## config.mk

```make
export PLATFORM = sky130hd
export DESIGN_NAME = svga_extended_register_banking
export DESIGN_NICKNAME = d
export VERILOG_FILES = /design/src/hw/rtl/svgaerb_pkg.sv /design/src/hw/rtl/svgaerb_ram.sv /design/src/hw/rtl/svga_extended_register_banking.sv
export SDC_FILE = /design/constraint.sdc
export NUM_CORES = 1
export LEC_CHECK = 0
export BUFFER_PORTS_ARGS = -buffer_cell sky130_fd_sc_hd__buf_2
export CAP_MARGIN = 20
export CORE_UTILIZATION = 50
export DETAILED_ROUTE_END_ITERATION = 7
export PLACE_DENSITY = 0.66
export SYNTH_ARGS = -nofsm -noshare
export SYNTH_HDL_FRONTEND = slang
export SYNTH_SLANG_ARGS = --single-unit
```

## constraint.sdc

```tcl
create_clock -name clk_i -period 10.9 [get_ports clk_i]
set_input_delay 0.545 -clock clk_i [delete_from_list [all_inputs] [get_ports clk_i]]
set_output_delay 0.545 -clock clk_i [all_outputs]
set_load 0.005 [all_outputs]
```

## src/hw/rtl/svgaerb_pkg.sv

```systemverilog
// ----------------------------------------------------------------------------
// svgaerb_pkg
// Port numbers, register indexes, CRTC write masks and chip ids.
// ----------------------------------------------------------------------------
package svgaerb_pkg;

  localparam int unsigned CrtcDepth = 64;
  localparam int unsigned CrtcIdxW  = $clog2(CrtcDepth);

  // I/O ports after the mono/color swap
  localparam logic [9:0] PortMiscW  = 10'h3C2;
  localparam logic [9:0] PortMiscR  = 10'h3CC;
  localparam logic [9:0] PortSeqIdx = 10'h3C4;
  localparam logic [9:0] PortSeqDat = 10'h3C5;
  localparam logic [9:0] PortGfxIdx = 10'h3CE;
  localparam logic [9:0] PortGfxDat = 10'h3CF;
  localparam logic [9:0] PortCrtIdx = 10'h3D4;
  localparam logic [9:0] PortCrtDat = 10'h3D5;
  localparam logic [9:0] PortWrBank = 10'h3D8;
  localparam logic [9:0] PortRdBank = 10'h3D9;
  localparam logic [9:0] PortClkSel = 10'h3DB;

  localparam logic [5:0] PortMonoHi  = 6'h3B;
  localparam logic [5:0] PortColorHi = 6'h3D;
  localparam logic [9:0] PortSwapXor = 10'h060;

  // Sequencer and graphics indexes
  localparam logic [3:0] SeqIdxVersion = 4'hB;
  localparam logic [3:0] SeqIdxCtrlTwo = 4'hD;
  localparam logic [3:0] SeqIdxCtrlOne = 4'hE;
  localparam logic [3:0] GfxIdxRegE    = 4'hE;
  localparam logic [3:0] GfxIdxRegF    = 4'hF;

  // CRTC indexes
  localparam logic [CrtcIdxW-1:0] CrtIdxOverflow = 6'h07;
  localparam logic [CrtcIdxW-1:0] CrtIdxPreset   = 6'h08;
  localparam logic [CrtcIdxW-1:0] CrtIdxStartHi  = 6'h0C;
  localparam logic [CrtcIdxW-1:0] CrtIdxStartLo  = 6'h0D;
  localparam logic [CrtcIdxW-1:0] CrtIdxCursorHi = 6'h0E;
  localparam logic [CrtcIdxW-1:0] CrtIdxVrsEnd   = 6'h11;
  localparam logic [CrtcIdxW-1:0] CrtIdxHoleLo   = 6'h19;
  localparam logic [CrtcIdxW-1:0] CrtIdxHoleHi   = 6'h1D;
  localparam logic [CrtcIdxW-1:0] CrtIdxModule   = 6'h1E;
  localparam logic [CrtcIdxW-1:0] CrtIdxVrsStart = 6'h10;

  // Chip model codes and their version ids
  localparam logic [1:0] ChipModelB   = 2'd0;
  localparam logic [1:0] ChipModelCld = 2'd1;
  localparam logic [1:0] ChipModelNew = 2'd2;
  localparam logic [7:0] ChipIdB      = 8'h03;
  localparam logic [7:0] ChipIdCld    = 8'h33;
  localparam logic [7:0] ChipIdNew    = 8'h23;

  localparam logic [7:0] ReadIdle = 8'hFF;

  localparam logic [7:0] CrtcWmask [CrtcDepth] = '{
    8'hff, 8'hff, 8'hff, 8'hff, 8'hff, 8'hff, 8'hff, 8'hff,
    8'h7f, 8'hff, 8'h3f, 8'h7f, 8'hff, 8'hff, 8'hff, 8'hff,
    8'hff, 8'hff, 8'hff, 8'hff, 8'h7f, 8'hff, 8'hff, 8'hef,
    8'hff, 8'h00, 8'h00, 8'h00, 8'h00, 8'h00, 8'hff, 8'hff,
    8'h7f, 8'h00, 8'h00, 8'h2f, 8'h00, 8'h00, 8'h00, 8'h03,
    8'h00, 8'h13, 8'h00, 8'h00, 8'h00, 8'h00, 8'h00, 8'h00,
    8'h00, 8'h00, 8'h00, 8'h00, 8'h00, 8'h00, 8'h00, 8'h00,
    8'h00, 8'h00, 8'h00, 8'h00, 8'h00, 8'h00, 8'h00, 8'h00
  };

  function automatic logic [7:0] chip_id(input logic [1:0] model);
    logic [7:0] id;
    case (model)
      ChipModelB:   id = ChipIdB;
      ChipModelNew: id = ChipIdNew;
      default:      id = ChipIdCld;
    endcase
    return id;
  endfunction

endpackage

```

## src/hw/rtl/svgaerb_ram.sv

```systemverilog
// ----------------------------------------------------------------------------
// svgaerb_ram
// Generic single-write, single-read RAM with registered read data.
// ----------------------------------------------------------------------------
module svgaerb_ram #(
  parameter int unsigned Width = 8,
  parameter int unsigned Depth = 64
) (
  input  logic                     clk_i,
  input  logic                     we_i,
  input  logic [$clog2(Depth)-1:0] waddr_i,
  input  logic [Width-1:0]         wdata_i,
  input  logic [$clog2(Depth)-1:0] raddr_i,
  output logic [Width-1:0]         rdata_o
);

  logic [Width-1:0] mem_q [Depth];
  logic [Width-1:0] rdata_q;

  always_ff @(posedge clk_i) begin
    if (we_i) begin
      mem_q[waddr_i] <= wdata_i;
    end
    rdata_q <= mem_q[raddr_i];
  end

  assign rdata_o = rdata_q;

endmodule

```

## src/hw/rtl/svga_extended_register_banking.sv

```systemverilog
// Path: a transfer accepted with start is held in the input register, passes the
// update logic and lands in the result register, which drives done_o.
// Throughput: one access per cycle; busy is never raised and results cannot stall.
// Reset: rst_ni clears state, pulses, done and CRTC valid bits at once, not input or
// data registers; chip model resets to 1. The CRTC file RAM needs no clearing pass.
// ----------------------------------------------------------------------------
// svga_extended_register_banking
// I/O register file for extended banking: CRTC file, sequencer/graphics
// extensions, bank registers, start address and change pulses.
// ----------------------------------------------------------------------------
module svga_extended_register_banking
  import svgaerb_pkg::*;
(
  input  logic        clk_i,
  input  logic        rst_ni,
  input  logic        start,
  output logic        busy,
  input  logic        operation_i,
  input  logic [9:0]  port_address_i,
  input  logic [7:0]  write_data_i,
  input  logic        cfg_we_i,
  input  logic [1:0]  cfg_wdata_i,
  output logic        done_o,
  output logic [7:0]  read_data_o,
  output logic [4:0]  mem_wr_bank_o,
  output logic [4:0]  mem_rd_bank_o,
  output logic [16:0] start_address_o,
  output logic        full_memory_display_o,
  output logic        timing_changed_o,
  output logic        start_changed_o
);

  // Input register
  logic       item_vld_q;
  logic       op_q;
  logic [9:0] port_q;
  logic [7:0] wdat_q;

  // Architectural state
  logic [1:0]          chip_q;
  logic [7:0]          misc_q, misc_d;
  logic [3:0]          seq_idx_q, seq_idx_d;
  logic [3:0]          gfx_idx_q, gfx_idx_d;
  logic [7:0]          seq_mode_q, seq_mode_d;
  logic [7:0]          gfx_e_q, gfx_e_d;
  logic [7:0]          gfx_f_q, gfx_f_d;
  logic [CrtcIdxW-1:0] crt_idx_q, crt_idx_d;
  logic                legacy_q, legacy_d;
  logic [7:0]          lctl1_q, lctl1_d;
  logic [7:0]          lctl2_q, lctl2_d;
  logic [7:0]          nctl2_q, nctl2_d;
  logic [7:0]          wbank_q, wbank_d;
  logic [7:0]          rbank_q, rbank_d;
  logic [16:0]         start_q, start_d;

  // Shadow copies of CRTC entries read at fixed indexes
  logic [7:0] crt08_q, crt08_d;
  logic [7:0] crt0c_q, crt0c_d;
  logic [7:0] crt0d_q, crt0d_d;
  logic [7:0] crt11_q, crt11_d;
  logic [7:0] crt1e_q, crt1e_d;

  // CRTC file RAM, valid bits and read-during-write forwarding
  logic [CrtcDepth-1:0] crt_vld_q;
  logic                 ram_we;
  logic [7:0]           ram_wdata;
  logic [7:0]           ram_rdata;
  logic                 rd_vld_q;
  logic                 byp_q;
  logic [7:0]           byp_data_q;
  logic [7:0]           crt_cur;
  logic                 wr_hits_rd;

  // Result register
  logic       done_q;
  logic [7:0] rd_q, rd_d;
  logic       tchg_q, tchg_d;
  logic       schg_q, schg_d;

  logic [9:0] port_eff;
  logic [7:0] crt_v;
  logic [7:0] start_hi;
  logic [7:0] start_lo;

  assign busy = 1'b0;

  always_ff @(posedge clk_i or negedge rst_ni) begin
    if (!rst_ni) begin
      item_vld_q <= 1'b0;
    end else begin
      item_vld_q <= start && !busy;
    end
  end

  always_ff @(posedge clk_i) begin
    if (start && !busy) begin
      op_q   <= operation_i;
      port_q <= port_address_i;
      wdat_q <= write_data_i;
    end
  end

  svgaerb_ram #(
    .Width (8),
    .Depth (CrtcDepth)
  ) u_crtc_ram (
    .clk_i   (clk_i),
    .we_i    (ram_we),
    .waddr_i (crt_idx_q),
    .wdata_i (ram_wdata),
    .raddr_i (crt_idx_d),
    .rdata_o (ram_rdata)
  );

  // The RAM reads at the next CRTC index so the entry is ready for the next access
  assign wr_hits_rd = ram_we && (crt_idx_q == crt_idx_d);
  assign crt_cur    = byp_q ? byp_data_q : (rd_vld_q ? ram_rdata : 8'h00);

  always_comb begin
    port_eff = port_q;
    if (((port_q[9:4] == PortColorHi) || (port_q[9:4] == PortMonoHi)) && !misc_q[0]) begin
      port_eff = port_q ^ PortSwapXor;
    end
  end

  always_comb begin
    misc_d     = misc_q;
    seq_idx_d  = seq_idx_q;
    gfx_idx_d  = gfx_idx_q;
    seq_mode_d = seq_mode_q;
    gfx_e_d    = gfx_e_q;
    gfx_f_d    = gfx_f_q;
    crt_idx_d  = crt_idx_q;
    legacy_d   = legacy_q;
    lctl1_d    = lctl1_q;
    lctl2_d    = lctl2_q;
    nctl2_d    = nctl2_q;
    wbank_d    = wbank_q;
    rbank_d    = rbank_q;
    start_d    = start_q;
    crt08_d    = crt08_q;
    crt0c_d    = crt0c_q;
    crt0d_d    = crt0d_q;
    crt11_d    = crt11_q;
    crt1e_d    = crt1e_q;
    ram_we     = 1'b0;
    rd_d       = 8'h00;
    tchg_d     = 1'b0;
    schg_d     = 1'b0;
    start_hi   = crt0c_q;
    start_lo   = crt0d_q;

    // Protected overflow register keeps all but bit 4
    crt_v = wdat_q;
    if ((crt_idx_q == CrtIdxOverflow) && crt11_q[7]) begin
      crt_v = {crt_cur[7:5], wdat_q[4], crt_cur[3:0]};
    end
    crt_v     = crt_v & CrtcWmask[crt_idx_q];
    ram_wdata = crt_v;

    if (item_vld_q && op_q) begin
      case (port_eff)
        PortMiscW:  misc_d = wdat_q;
        PortSeqIdx: seq_idx_d = wdat_q[3:0];
        PortSeqDat: begin
          if (seq_idx_q == SeqIdxVersion) begin
            legacy_d = 1'b1;
          end else if (seq_idx_q == SeqIdxCtrlTwo) begin
            if (legacy_q) begin
              lctl2_d = wdat_q;
            end else begin
              nctl2_d = wdat_q;
              tchg_d  = 1'b1;
            end
          end else if (seq_idx_q == SeqIdxCtrlOne) begin
            if (legacy_q) begin
              lctl1_d = wdat_q;
            end else begin
              seq_mode_d = wdat_q ^ 8'h02;
              wbank_d    = {4'h0, wdat_q[3:2], ~wdat_q[1], wdat_q[0]};
            end
          end
        end
        PortGfxIdx: gfx_idx_d = wdat_q[3:0];
        PortGfxDat: begin
          if (gfx_idx_q == GfxIdxRegE) begin
            gfx_e_d = wdat_q;
            rbank_d = {4'h0, wdat_q[3:2], ~wdat_q[1], wdat_q[0]};
          end else if (gfx_idx_q == GfxIdxRegF) begin
            gfx_f_d = wdat_q;
          end
        end
        PortCrtIdx: crt_idx_d = wdat_q[CrtcIdxW-1:0];
        PortCrtDat: begin
          // Write protect drops writes to the horizontal/vertical totals group
          if (!((crt_idx_q < CrtIdxOverflow) && crt11_q[7])) begin
            ram_we = 1'b1;
            if (crt_idx_q == CrtIdxPreset)   crt08_d = crt_v;
            if (crt_idx_q == CrtIdxStartHi)  crt0c_d = crt_v;
            if (crt_idx_q == CrtIdxStartLo)  crt0d_d = crt_v;
            if (crt_idx_q == CrtIdxVrsEnd)   crt11_d = crt_v;
            if (crt_idx_q == CrtIdxModule)   crt1e_d = crt_v;
            if ((crt_v != crt_cur) &&
                ((crt_idx_q < CrtIdxCursorHi) || (crt_idx_q > CrtIdxVrsStart))) begin
              if ((crt_idx_q == CrtIdxStartHi) || (crt_idx_q == CrtIdxStartLo)) begin
                if (crt_idx_q == CrtIdxStartHi) start_hi = crt_v;
                if (crt_idx_q == CrtIdxStartLo) start_lo = crt_v;
                start_d = {1'b0, start_hi, start_lo} + {15'h0, crt08_q[6:5]};
                schg_d  = 1'b1;
              end else begin
                tchg_d = 1'b1;
              end
            end
          end
        end
        PortWrBank: if (gfx_f_q[2]) wbank_d = wdat_q;
        PortRdBank: if (gfx_f_q[2]) rbank_d = wdat_q;
        PortClkSel: begin
          if (chip_q != ChipModelNew) begin
            misc_d[3:2] = wdat_q[1:0];
            nctl2_d[0]  = wdat_q[2];
            lctl1_d[4]  = wdat_q[3];
            tchg_d      = 1'b1;
          end
        end
        default: ;
      endcase
    end else if (item_vld_q) begin
      rd_d = ReadIdle;
      case (port_eff)
        PortMiscR:  rd_d = misc_q;
        PortSeqIdx: rd_d = {4'h0, seq_idx_q};
        PortSeqDat: begin
          if (seq_idx_q == SeqIdxVersion) begin
            legacy_d = 1'b0;
            rd_d     = chip_id(chip_q);
          end else if (seq_idx_q == SeqIdxCtrlTwo) begin
            rd_d = legacy_q ? lctl2_q : nctl2_q;
          end else if (seq_idx_q == SeqIdxCtrlOne) begin
            rd_d = legacy_q ? lctl1_q : seq_mode_q;
          end
        end
        PortGfxIdx: rd_d = {4'h0, gfx_idx_q};
        PortGfxDat: begin
          if (gfx_idx_q == GfxIdxRegE) begin
            rd_d = gfx_e_q;
          end else if (gfx_idx_q == GfxIdxRegF) begin
            rd_d = gfx_f_q;
          end
        end
        PortCrtIdx: rd_d = {2'b00, crt_idx_q};
        PortCrtDat: begin
          if (!((crt_idx_q >= CrtIdxHoleLo) && (crt_idx_q <= CrtIdxHoleHi))) begin
            rd_d = crt_cur;
          end
        end
        PortWrBank: rd_d = wbank_q;
        PortRdBank: rd_d = rbank_q;
        default: ;
      endcase
    end
  end

  always_ff @(posedge clk_i or negedge rst_ni) begin
    if (!rst_ni) begin
      chip_q     <= ChipModelCld;
      misc_q     <= '0;
      seq_idx_q  <= '0;
      gfx_idx_q  <= '0;
      seq_mode_q <= '0;
      gfx_e_q    <= '0;
      gfx_f_q    <= '0;
      crt_idx_q  <= '0;
      legacy_q   <= 1'b0;
      lctl1_q    <= '0;
      lctl2_q    <= '0;
      nctl2_q    <= '0;
      wbank_q    <= '0;
      rbank_q    <= '0;
      start_q    <= '0;
      crt08_q    <= '0;
      crt0c_q    <= '0;
      crt0d_q    <= '0;
      crt11_q    <= '0;
      crt1e_q    <= '0;
      crt_vld_q  <= '0;
      rd_vld_q   <= 1'b0;
      byp_q      <= 1'b0;
      done_q     <= 1'b0;
      tchg_q     <= 1'b0;
      schg_q     <= 1'b0;
    end else begin
      if (cfg_we_i) begin
        chip_q <= cfg_wdata_i;
      end
      misc_q     <= misc_d;
      seq_idx_q  <= seq_idx_d;
      gfx_idx_q  <= gfx_idx_d;
      seq_mode_q <= seq_mode_d;
      gfx_e_q    <= gfx_e_d;
      gfx_f_q    <= gfx_f_d;
      crt_idx_q  <= crt_idx_d;
      legacy_q   <= legacy_d;
      lctl1_q    <= lctl1_d;
      lctl2_q    <= lctl2_d;
      nctl2_q    <= nctl2_d;
      wbank_q    <= wbank_d;
      rbank_q    <= rbank_d;
      start_q    <= start_d;
      crt08_q    <= crt08_d;
      crt0c_q    <= crt0c_d;
      crt0d_q    <= crt0d_d;
      crt11_q    <= crt11_d;
      crt1e_q    <= crt1e_d;
      if (ram_we) begin
        crt_vld_q[crt_idx_q] <= 1'b1;
      end
      rd_vld_q <= crt_vld_q[crt_idx_d] || wr_hits_rd;
      byp_q    <= wr_hits_rd;
      done_q   <= item_vld_q;
      tchg_q   <= tchg_d;
      schg_q   <= schg_d;
    end
  end

  always_ff @(posedge clk_i) begin
    byp_data_q <= ram_wdata;
    rd_q       <= rd_d;
  end

  // Bank, start and display flags come straight from state: it only moves on a transfer
  assign done_o                = done_q;
  assign read_data_o           = rd_q;
  assign mem_wr_bank_o         = wbank_q[4:0];
  assign mem_rd_bank_o         = gfx_f_q[0] ? rbank_q[4:0] : wbank_q[4:0];
  assign start_address_o       = start_q;
  assign full_memory_display_o = crt1e_q[7];
  assign timing_changed_o      = tchg_q;
  assign start_changed_o       = schg_q;

endmodule

```

==> results of run 1 <==
## worst max-delay path by stage
stage | startpoint | end | slack (ns)
6_report | port_q[0]$_DFFE_PP_ | u_crtc_ram.rdata_o[6]$_DFF_P_ | 6.47
2_1_floorplan | crt_idx_q[0]$_DFF_PN0_ | start_address_o[10]$_DFFE_PN0P_ | 5.88
3_5_place_dp | port_q[0]$_DFFE_PP_ | u_crtc_ram.rdata_o[0]$_DFF_P_ | 6.37
5_1_grt | crt_idx_q[1]$_DFF_PN0_ | start_address_o[4]$_DFFE_PN0P_ | 6.32
3_3_place_gp | port_q[0]$_DFFE_PP_ | u_crtc_ram.rdata_o[0]$_DFF_P_ | 6.40
4_1_cts | port_q[0]$_DFFE_PP_ | u_crtc_ram.rdata_o[0]$_DFF_P_ | 6.33
## power groups by stage
stage	registers, mW	clock network (mW)	logic, mW
after floorplan	3.16	0	0.0970
after global placement	3.17	0	0.187
after detailed placement	3.17	0	0.192
after CTS	3.11	2.75	0.193
after global routing	3.11	2.86	0.206
final	3.11	2.72	0.193
## area by class of cell
class | instances | area [um^2] | share of cell area [%]
sequential | 751 | 21300 | 58.8
multi-input combinational | 1574 | 10500 | 28.8
clock buffer | 103 | 2160 | 5.95
tap | 855 | 1070 | 2.95
timing repair buffer | 117 | 744 | 2.05
clock inverter | 40 | 450 | 1.24
inverter | 24 | 90.1 | 0.248
## through the flow
step | area (um^2) | util (%)
5_1_grt | 36300 | 56.4
3_3_place_gp | 33700 | 52.3
6_report | 36300 | 56.4
2_1_floorplan | 32500 | -
3_5_place_dp | 33700 | 52.3
4_1_cts | 36300 | 56.4
## kinds of logic (layout without fill, tap and decap cells)
logic type / count (synthesis) / after routing / synth area share (%)
xor+xnor: 21 / 21 / 0.565
compound gates: 679 / 679 / 13.9
mux: 187 / 187 / 6.29
flops: 751 / 751 / 65.6
buf+inv: 205 / 284 / 2.71
fa+ha+maj: 10 / 10 / 0.408
simple gates: 676 / 676 / 10.5
other cells: 1 / 1 / 0.0115
## placed cells by master (no fill, tap or decap), drive strengths merged, types with 24 or more instances in the layout
| cell | instances |
|---|---|
| edfxtp | 531 |
| nand2 | 210 |
| dfrtp | 195 |
| o21ai | 173 |
| a21oi | 165 |
| buf | 115 |
| nor2 | 107 |
| clkbuf | 105 |
| mux2 | 101 |
| nand3 | 94 |
| mux2i | 86 |
| or2 | 69 |
| a211oi | 47 |
| a311oi | 38 |
| nand2b | 35 |
| a211o | 35 |
| nand4 | 27 |
| a221oi | 27 |
| clkinv | 27 |
| o31ai | 26 |
| nor3 | 25 |
| inv | 25 |
| dfxtp | 24 |
| nor4 | 24 |
## Yosys cell counts, drive strengths merged (27+ instances only)
master and count:
nand3 94, nor2 107, edfxtp 531, nand2b 35
nand4 27, clkbuf 128, nand2 210, dfrtp 195
a311oi 38, a211oi 47, a221oi 27, buf 53
a211o 35, or2 69, mux2i 86, mux2 101
a21oi 165, o21ai 173
## per-layer routing
metal | routed length [um] | global-route usage, % | up-vias
li1 | - | - | 9729
met1 | 38200 | 39.2 | 11200
met2 | 42300 | 42.4 | 1214
met3 | 8710 | 6.09 | 188
met4 | 2670 | 9.04 | 2
met5 | 13 | 0 | -
## state kept, by name, indices dropped and copies added (netlist names), 10 cells and up
signal / cells
u_crtc_ram.mem_q: 512
crt_vld_q: 64
start_address_o: 17
port_q: 10
==> flow_summary.toml, run 1 <==
[place]
buffer_ports.inserted = 63
post-dp-hpwl_um = 56700
worst_setup_slack_after_placement_ns = 6.37
numPlacedInstances = 3318
gp_congestion = 0.900

[clocking]
clkTransAtPathRegs_ns = 0.06
tritoncts = "done"
ctsRootBufferMaster = "sky130_fd_sc_hd__clkbuf_16"
ctsResizeCount = 0
cts_hold_repair.buffers = 0
cts_post_setup_buffers_inserted = 0
clock_insertion_delay_worst_skew_ns = 0.63
cts_made_buffers = 77
htreeDepth = 3
clock_sink_count = 751
cts_buffer_depth = 3

[drt]
total_detailed_routing_wirelength_um = 91900
vias_per_cell = 6.46
post_route_drc_violation_count = 0
wl_per_cell_um = 26.5
vias = 22400
detailedRoute.firstIterationViolations = 2740
drt_pre_antenna_iters = 7
drtAntennaViolNets = 0

[synth]
synth_top_area_share_pct = 49.0
ys_async_sr_fraction_pct = 26.1
ys_types = 94
synthTopCellsByArea = "sky130_fd_sc_hd__edfxtp_1 49%, sky130_fd_sc_hd__dfrtp_1 15%, sky130_fd_sc_hd__mux2_2 3.1%, sky130_fd_sc_hd__mux2i_1 2.6%, sky130_fd_sc_hd__o21ai_0 2.6%"
syn-mean-instance-area_um2 = 12.9
netlist_instances = 2530
yosys_synthesis_warning_count = 0
synth_area_um2 = 32500
synth.largest_area_cell = "sky130_fd_sc_hd__edfxtp_1"
synth_enable_flop_cells = 531
net_count_of_the_mapped_netlist = 2565
synth-seq-area-share_pct = 65.6
postSynthRegisterBits = 751
dominantRegCellSynth = "sky130_fd_sc_hd__edfxtp_1"

[setup_path]
rr_startpoint = "port_q[0]$_DFFE_PP_"
critical_path.most_common_cell = "sky130_fd_sc_hd__buf_4"
critical_path.reg2reg.endpoint = "u_crtc_ram.rdata_o[6]$_DFF_P_"
path_max_fanout = 171
crit_buf_inv = 3
cp.depth = 11
cp_slowest_cell = "sky130_fd_sc_hd__buf_12"
timing.reg2reg.setup_slack_ns = 6.47
crit_family = "buffers and inverters"
worst-endpoint-arrival_ns = 4.95
worst-r2r-cell-count = 11
cp-end-kind = "register"
crit_path_cell_trace = "or2_1 > nor3_4 > buf_4 > a21oi_4 > buf_4 > nor2_4 > buf_12 > mux2_2 > a221oi_1 > o211ai_1 > and4_1"
timing.critical_path.required_ns = 11.43
worst-setup-path-type = "reg2reg"
critical_path.max_stage_delay_ns = 0.67
startpoint_type = "register"

[timing]
max_freq_mhz = 226
measured_slew_at_the_worst_slew_check_pin_ns = 1.17
fin_ws_ns = 6.47
final_worst_hold_slack_ns = -0.00741
final_hold_fails = 1
shortest_clock_period_the_worst_path_allows_after_layout_ns = 4.43
headroom_to_the_max_slew_limit_pct = 21.4
unrepaired_setup_endpoints_after_global_routing = "false"
setup_viol = 0
period_utilisation_layout_pct = 40.6
count_of_final_max_slew_check_failures = 0
final.setup_skew_ns = 0.0211
setup_total_negative_slack_ns = 0

[floorplan]
die_area_um2 = 66100
start_util_pct = 50.5
die_w_um = 257
floorplan.core_area_um2 = 64300
row_count = 93
die_height_um = 257
io_pins = 65

[pwr]
power.clock.fraction_pct = 45.2
static-leakage-power_nw = 13.7
cellPowerDensity_nw_per_um2 = 166
netSwitchingPower_mw = 1.28
total_power_mw = 6.03
combPwrFrac_pct = 3.2
part_of_the_total_power_dissipated_in_sequential_elements_pct = 51.6
vdd_ir_drop_max_v = 0.000122
switching_share_pct = 21.2
internal_power_mw = 4.75

[layout]
nets = 2580
post_route_cells_drive_above_1_share_pct = 17.1
n_fill_cell = 5123
stdcell_count = 3464
area.growth.synth_to_final_pct = 11.6
antenna_cells = 0

[run_status]
failed_checks = "negative hold slack"
run_status = "finished with violations"

[global_routing]
globalRoute.totalOverflow = 0
global_route.usage.total_pct = 27.7
via_count_of_the_first_global_routing_pass = 21500
antenna_found_initial = 1
global_route_wire_length_before_repair_um = 138000
largest_net_degree_at_the_start_of_global_routing = 172

[flow_run]
timing.max_cap.violations = 0

[worst_hold_path]
hold_path.class = "in2async"
No activity file was read; power rests on OpenSTA's default activity.
==> inputs of run 2 (changes only) <==
PLACE_DENSITY = 0.68   (was 0.66)
clock period = 4.05 ns   (was 10.9 ns; I/O delays follow)
==> flow_summary.toml, run 2 (synthesis results as in run 1) <==
[timing]
setup_total_negative_slack_ns = 0
period_utilisation_layout_pct = 92.9
count_of_final_max_slew_check_failures = 0
headroom_to_the_max_slew_limit_pct = 32.3
fin_ws_ns = 0.287
measured_slew_at_the_worst_slew_check_pin_ns = 1.02
max_freq_mhz = 266
final_hold_fails = 0
final.setup_skew_ns = 0.0257
setup_viol = 0
final_worst_hold_slack_ns = 0.288
shortest_clock_period_the_worst_path_allows_after_layout_ns = 3.76
unrepaired_setup_endpoints_after_global_routing = "false"

[layout]
layout.cells.most_common = "sky130_fd_sc_hd__edfxtp_1"
area.growth.synth_to_final_pct = 15.3
final-seq-area_um2 = 21300
regMostFlops = "u_crtc_ram.mem_q"
n_fill_cell = 5057
antenna_cells = 0
multiInputGateArea_um2 = 10400
final_cell_mix = "531 x sky130_fd_sc_hd__edfxtp_1, 210 x sky130_fd_sc_hd__nand2_1, 195 x sky130_fd_sc_hd__dfrtp_1, 166 x sky130_fd_sc_hd__o21ai_0"
nets = 2723
post_route_cells_drive_above_1_share_pct = 20.4
largest_register_ffs = 512
stdcell_count = 3610
postLayoutCoreUtil_pct = 58.3
design_area_um2 = 37500

[drt]
wl_per_cell_um = 25.9
vias_per_cell = 6.37
drt_pre_antenna_iters = 6
detailedRoute.firstIterationViolations = 2704
vias = 23000
drtAntennaViolNets = 0
post_route_drc_violation_count = 0
total_detailed_routing_wirelength_um = 93600

[place]
gp_congestion = 0.938
placedInstanceArea_um2 = 34600
buffer_ports.inserted = 63
worst_setup_slack_after_placement_ns = 0.227
numPlacedInstances = 3437
post-dp-hpwl_um = 60000

[floorplan]
die_w_um = 257
die_height_um = 257
floorplan.core_area_um2 = 64300
io_pins = 65
start_util_pct = 50.5
die_area_um2 = 66100
row_count = 93

[setup_path]
worst-endpoint-arrival_ns = 4.28
timing.reg2reg.setup_slack_ns = 0.29
rr_startpoint = "port_q[1]$_DFFE_PP_"
worst-r2r-cell-count = 10
critical_path.reg2reg.endpoint = "u_crtc_ram.rdata_o[6]$_DFF_P_"
worst-setup-path-type = "reg2reg"
timing.critical_path.required_ns = 4.56
startpoint_type = "register"
cp-end-kind = "register"
path_max_fanout = 54

[flow_run]
timing.max_cap.violations = 0

[global_routing]
global_route.usage.met2_pct = 44.3
global_route.usage.total_pct = 28.3
grt_util_met1_pct = 39.5
grt-busiest-layer = "met2"
global_route_wire_length_before_repair_um = 142000
grt_use_met3_pct = 5.59
antenna_found_initial = 0
via_count_of_the_first_global_routing_pass = 22200
largest_net_degree_at_the_start_of_global_routing = 122
globalRoute.totalOverflow = 0

[clocking]
clock_sink_count = 751
clock_insertion_delay_worst_skew_ns = 0.64
cts_buffer_depth = 3
clkTransAtPathRegs_ns = 0.06
htreeDepth = 3
cts_made_buffers = 79
tritoncts = "done"
ctsRootBufferMaster = "sky130_fd_sc_hd__clkbuf_16"

[pwr]
static-leakage-power_nw = 14.5
cellPowerDensity_nw_per_um2 = 435
total_power_mw = 16.3
vdd_ir_drop_max_v = 0.000354

[worst_hold_path]
hold_path.class = "in2async"

[run_status]
run_status = "completed"
-- run 2: cell types whose count changed in the layout (fill, tap and decap cells not counted), moves of 2 or more --
cell                            previous run  this run
sky130_fd_sc_hd__buf_12                    1         7
sky130_fd_sc_hd__buf_4                    50       163
sky130_fd_sc_hd__clkbuf_1                 18        20
sky130_fd_sc_hd__clkinv_1                 10        12
sky130_fd_sc_hd__clkinvlp_4                3         1
sky130_fd_sc_hd__dlygate4sd3_1             0        24
sky130_fd_sc_hd__inv_16                    0         2
-- run 2: power by group --
| part | leakage [nW] | switching [mW] | internal (mW) |
|---|---|---|---|
| Sequential | 7.72 | 0.0551 | 8.33 |
| Clock | 1.29 | 3.04 | 4.34 |
| Combinational | 5.48 | 0.414 | 0.152 |
-- run 2: worst max-delay path, cell delays in order, from the launching register on --
cell and delay [ns]:
sky130_fd_sc_hd__edfxtp_1 0.50, sky130_fd_sc_hd__or2_1 0.32, sky130_fd_sc_hd__nor3_4 0.40, sky130_fd_sc_hd__a21oi_4 0.15, sky130_fd_sc_hd__nor2_4 0.28, sky130_fd_sc_hd__buf_12 0.35
sky130_fd_sc_hd__buf_4 0.47, sky130_fd_sc_hd__mux2_2 0.39, sky130_fd_sc_hd__o221ai_1 0.36, sky130_fd_sc_hd__o211ai_1 0.17, sky130_fd_sc_hd__and4_1 0.20
-- run 2: final cells by class --
class / count / share of cell area [%]
clock buffers: 104 / 5.71
clock inverters: 44 / 1.32
inverters: 24 / 0.240
multi-input cells: 1574 / 27.8
flip-flops and latches: 751 / 56.9
well taps: 855 / 2.85
repair buffers: 258 / 5.15
-- run 2: timing repair --
action                                  CTS  global route
hold endpoints to repair                139             0
hold buffers                             24             0
endpoints found under the setup margin    0             1
resized for setup                         0             1
buffers inserted                          0             0
-- run 2: per-layer routing --
metal / vias up / share of wire, %
li1: 10000 / -
met1: 11600 / 41
met2: 1178 / 47
met3: 224 / 8.6
met4: 0 / 3.5
met5: - / 0
-- run 2: worst max-delay path by stage --
stage	slack [ns]	endpoint	cells past startpoint	startpoint
3_3_place_gp	0.29	rd_vld_q$_DFF_PN0_	10	port_q[1]$_DFFE_PP_
2_1_floorplan	0.005	start_address_o[10]$_DFFE_PN0P_	13	crt_idx_q[1]$_DFF_PN0_
3_5_place_dp	0.23	rd_vld_q$_DFF_PN0_	10	port_q[1]$_DFFE_PP_
4_1_cts	0.20	rd_vld_q$_DFF_PN0_	10	port_q[1]$_DFFE_PP_
6_report	0.29	u_crtc_ram.rdata_o[6]$_DFF_P_	10	port_q[1]$_DFFE_PP_
5_1_grt	0.14	u_crtc_ram.rdata_o[6]$_DFF_P_	10	port_q[1]$_DFFE_PP_
